**src/sv/itj_pkg.sv**
```systemverilog
// Package for the id-list temporal join core: sizes, entry and token types,
// opcodes, join kinds and controller states. Depends on nothing.
`default_nettype none
package itj_pkg;

  localparam int LIST_DEPTH   = 32;
  localparam int SEQ_ID_BITS  = 16;
  localparam int TIME_ID_BITS = 16;

  localparam int IDX_W  = $clog2(LIST_DEPTH);
  localparam int CNT_W  = $clog2(LIST_DEPTH + 1);
  localparam int CYC_W  = $clog2(2 * LIST_DEPTH + 1);
  localparam int ID_W   = 16;
  localparam int SUP_W  = 6;
  localparam int OP_W   = 2;
  localparam int KIND_W = 2;

  typedef logic [SEQ_ID_BITS-1:0]  seq_t;
  typedef logic [TIME_ID_BITS-1:0] tid_t;

  typedef struct packed {
    seq_t seq;
    tid_t tm;
  } entry_t;

  // probe token moving down the cell row
  typedef struct packed {
    logic   valid;
    logic   found;
    entry_t entry;
  } token_t;

  // shared by all cells during a run
  typedef struct packed {
    logic inner_is_a;
    logic rel_gt;
  } cell_ctrl_t;

  // per-cell write strobes and inner occupancy
  typedef struct packed {
    logic wr_a;
    logic wr_b;
    logic inner_valid;
  } cell_sel_t;

  typedef enum logic [OP_W-1:0] {
    OP_CLEAR    = 2'd0,
    OP_APPEND_A = 2'd1,
    OP_APPEND_B = 2'd2,
    OP_RUN      = 2'd3
  } op_t;

  typedef enum logic [KIND_W-1:0] {
    KIND_SAME_A    = 2'd0,
    KIND_B_AFTER_A = 2'd1,
    KIND_A_AFTER_B = 2'd2,
    KIND_EMPTY     = 2'd3
  } kind_t;

  typedef enum logic [1:0] {
    ST_IDLE,
    ST_PROBE,
    ST_EMIT
  } state_t;

endpackage
`default_nettype wire

```
**src/sv/itj_cell.sv**
```systemverilog
// One cell of the join row: holds entry k of list A and list B and matches
// the passing probe token against the inner one. Depends on itj_pkg.
`default_nettype none
module itj_cell (
  input  logic               clk,
  input  logic               rst_n,
  input  itj_pkg::cell_sel_t  sel,
  input  itj_pkg::cell_ctrl_t ctrl,
  input  itj_pkg::entry_t     wr_entry,
  input  itj_pkg::token_t     tok_in,
  output itj_pkg::token_t     tok_out,
  output itj_pkg::entry_t     a_entry,
  output itj_pkg::entry_t     b_entry
);

  itj_pkg::entry_t a_r, b_r, inner;
  itj_pkg::entry_t ent_r, ent_nxt;
  logic            valid_r, valid_nxt;
  logic            found_r, found_nxt;
  logic            time_ok, hit;

  assign inner   = ctrl.inner_is_a ? a_r : b_r;
  assign time_ok = ctrl.rel_gt ? (tok_in.entry.tm > inner.tm) : (tok_in.entry.tm == inner.tm);
  assign hit     = sel.inner_valid && (tok_in.entry.seq == inner.seq) && time_ok;

  assign valid_nxt = tok_in.valid;
  assign found_nxt = tok_in.found | hit;
  assign ent_nxt   = tok_in.entry;

  always_ff @(posedge clk) begin
    if (!rst_n) begin
      valid_r <= 1'b0;
    end else begin
      valid_r <= valid_nxt;
    end
  end

  always_ff @(posedge clk) begin
    found_r <= found_nxt;
    ent_r   <= ent_nxt;
    if (sel.wr_a) begin
      a_r <= wr_entry;
    end
    if (sel.wr_b) begin
      b_r <= wr_entry;
    end
  end

  assign tok_out = '{valid: valid_r, found: found_r, entry: ent_r};
  assign a_entry = a_r;
  assign b_entry = b_r;

endmodule
`default_nettype wire

```
**config.mk**
```make
export PLATFORM = sky130hd
export DESIGN_NAME = itj_cell
export DESIGN_NICKNAME = d
export VERILOG_FILES = /design/src/sv/itj_pkg.sv /design/src/sv/itj_cell.sv
export SDC_FILE = /design/constraint.sdc
export NUM_CORES = 1
export LEC_CHECK = 0
export BUFFER_PORTS_ARGS = -buffer_cell sky130_fd_sc_hd__buf_2
export CORE_MARGIN = 1
export CORE_UTILIZATION = 41
export DETAILED_ROUTE_END_ITERATION = 7
export HOLD_SLACK_MARGIN = 0.05
export PLACE_DENSITY = 0.75
export SLEW_MARGIN = 25
export SYNTH_ARGS = -nofsm -noshare
export SYNTH_HDL_FRONTEND = slang
export SYNTH_SLANG_ARGS = --single-unit
```
**constraint.sdc**
```tcl
create_clock -name clk -period 2.3 [get_ports clk]
set_input_delay 0.115 -clock clk [delete_from_list [all_inputs] [get_ports clk]]
set_output_delay 0.115 -clock clk [all_outputs]
set_load 0.02 [all_outputs]
```
==> results_dict.tcl <==
set metrics [dict create \
    synthDistinctLibCells 26 \
    cts_buffer_depth 2 \
    vias 2591 \
    fin_skew_ns 0.00808 \
    drive_above_1_share 0.417 \
    gr-max-usage-layer "met2" \
    cts_buffers 9 \
    root_buffer "clkbuf_8" \
    io_buffers 170 \
    cts.sinks 98 \
    grt_max_degree 33 \
    area_growth_pct 51.2 \
    die_x_um 94.7 \
    power.density_nw_per_um2 707 \
    fillCellCount 641 \
    gr-usage-met1 0.211 \
    slew_headroom 0.438 \
    die_h_um 94.7 \
    netlist_top_cells_area "edfxtp_1 55%, dfxtp_1 19%, mux2i_1 8.8%" \
    core_area_um2 8260 \
    critical_path.max_fanout 3 \
    cp.arrival_ns 2.27 \
    h-tree-depth 3 \
    wl_per_cell_um 15.4 \
    worst_pin_slew_ns 0.843 \
    syn-mean-instance-area_um2 17.3 \
    power_mw 3.76 \
    antenna_found_initial 1 \
    fin_crit_sh 0.877 \
    leakage_nw 2.41 \
    io_pins 171 \
    worstPathRequired_ns 2.55 \
    row_count 33 \
    grt_pass1_wl_um 12400 \
    drtIter0Drc 85 \
    yosysWarningCount 0 \
    fmax_mhz 496 \
    grt_pass1_vias 2575 \
    drt_pass1_iterations 4 \
    critPathBufInv 0 \
    ys_ff_latch 98 \
    synthCells 204 \
    slowest_stage "edfxtp_1" \
    r2r-end "found_r" \
    setup_violations 0 \
    path_cells "mux2i_1 -> ha_1 -> a21oi_1 -> o21ai_0 -> a221o_1 -> a211o_1 -> a41o_1" \
    drv_slew 0 \
    final_hold_viol_count 0 \
    startpoint "a_entry[7]" \
    gp_congestion 0.773 \
    grtUsageMet2 0.347 \
    synthesis.nets 293 \
    min_period_ns 2.02 \
    grt_use_met3 0.0443 \
    maxCapViolations 0 \
    dpl.hpwl_um 5870 \
    endpoint "found_r" \
    worst_ir_drop_vdd_v 0.000320 \
    drt_wl_total_um 8630 \
    fin_setup_tns_ns 0 \
    initial_core_util 0.426 \
    path_clk_slew_ns 0.09 \
    drt-vias-per-instance 4.64 \
    syn_area_um2 3520 \
    path_class "reg2reg" \
    final-seq-area_um2 2600 \
    synth.top_cell.area_share 0.546 \
    hp-class "in2reg" \
    crit_family "compound AO/OA/AOI/OAI gates" \
    drc 0 \
    grt_usage 0.191 \
    nets 537 \
    r2r_slack_ns 0.28 \
    ant_nets 0 \
    ctsHoldBuffers 67 \
    cts_tree "yes" \
    clkLatencyLatePin_ns 0.35 \
    cts_setup_buffers 0 \
    yosysSeqAreaShare 0.739 \
    endpoint_kind "register" \
    die_area_um2 8960 \
    status "finished, final reports clean" \
    startpoint_type "register" \
    rsz0062_at_grt "no" \
    yosysTopAreaCell "edfxtp_1" \
    grt_overflow 0 \
    r2r_start "a_entry[7]" \
    multi_input_area_um2 860 \
    crit_cells 7 \
    slowest_delay_ns 0.40 \
    post_cts_resized 0 \
    ff2ff_path_depth 7 \
]
==> routing by layer <==
layer,part of all wire,wire (um)
met1,0.38,3300
met3,0.049,421
met5,0,0
met2,0.55,4760
met4,0.017,148
==> layout by cell type, fill, tap and decap left out, drive strengths merged <==
cell / netlist / final
mux2i: 31 / 31
ha: 16 / 16
nand3: 2 / 2
mux2: 1 / 1
o21ai: 2 / 2
buf: 6 / 172
dlygate4sd3: 0 / 67
and2: 1 / 1
clkinv: 0 / 1
nor4: 2 / 2
clkbuf: 0 / 10
xor2: 14 / 14
clkinvlp: 0 / 1
nand2b: 1 / 1
nand4: 7 / 7
edfxtp: 64 / 64
a211o: 1 / 1
a221o: 1 / 1
inv: 2 / 6
nand2: 4 / 4
nor3: 2 / 2
dfxtp: 34 / 34
xnor2: 3 / 3
a41o: 1 / 1
diode: 0 / 1
a21oi: 7 / 7
a21o: 1 / 1
nor2: 1 / 1
==> kinds of logic (layout without fill, tap and decap cells) <==
logic type,after synthesis,after routing,share of synthesized area
flops,98,98,0.739
fa+ha+maj,16,16,0.0569
xor+xnor,17,17,0.0423
other cells,0,1,0
mux,32,32,0.0913
buf+inv,8,257,0.0167
simple gates,20,20,0.0306
compound gates,13,13,0.0231
==> worst min path at each step <==
stage | startpoint | slack, ns | cells past startpoint | to
after floorplan | tok_in[0] | 0.14 | 0 | tok_out[0]
after global placement | tok_in[10] | 0.24 | 1 | tok_out[10]
after detailed placement | tok_in[10] | 0.24 | 1 | tok_out[10]
after CTS | ctrl[0] | 0.18 | 3 | found_r
after global routing | ctrl[0] | 0.19 | 3 | found_r
final | ctrl[0] | 0.19 | 3 | found_r
==> power breakdown <==
group | switching [mW] | internal (mW) | total (mW)
combinational | 0.376 | 0.291 | 0.667
clock | 0.600 | 0.437 | 1.04
sequential | 0.0517 | 2.01 | 2.06
total | 1.03 | 2.74 | 3.76
==> worst min-delay path: stages <==
cell and delay (ns):
buf_2 0.10, xor2_1 0.08, a41o_1 0.20
==> state kept, by name, indices dropped and copies added (netlist names) <==
| signal | cells |
|---|---|
| a_entry | 32 |
| b_entry | 32 |
| found_r | 1 |
| tok_out | 32 |
| valid_r | 1 |
==> final cells by class <==
cell class              instances  share of cell area
clock buffers                  10              0.0258
well taps                     105              0.0247
flip-flops and latches         98               0.489
diodes                          1            0.000470
multi-input cells              98               0.161
repair buffers                239               0.289
inverters                       2             0.00141
clock inverters                 6             0.00893
==> through the flow <==
step	cells	instance area, um2	hold slack [ns]	worst slack, ns	utilization
2_1_floorplan	204	3520	0.143	0.0281	-
3_3_place_gp	475	4470	0.237	0.125	0.541
3_5_place_dp	475	4470	0.239	0.0573	0.541
4_1_cts	558	5320	0.177	0.251	0.645
5_1_grt	559	5330	0.189	0.147	0.645
6_report	559	5330	0.189	0.283	0.645
==> cells in the mapped netlist (all sizes together) <==
cell	number
xor2	14
nand3	2
inv	2
mux2i	31
and2	1
buf	6
nand2b	1
a211o	1
nor2	1
a21oi	7
nor3	2
dfxtp	34
nor4	2
a221o	1
edfxtp	64
xnor2	3
o21ai	2
ha	16
a41o	1
nand4	7
nand2	4
mux2	1
a21o	1
Power figures use the tool's default switching activity.
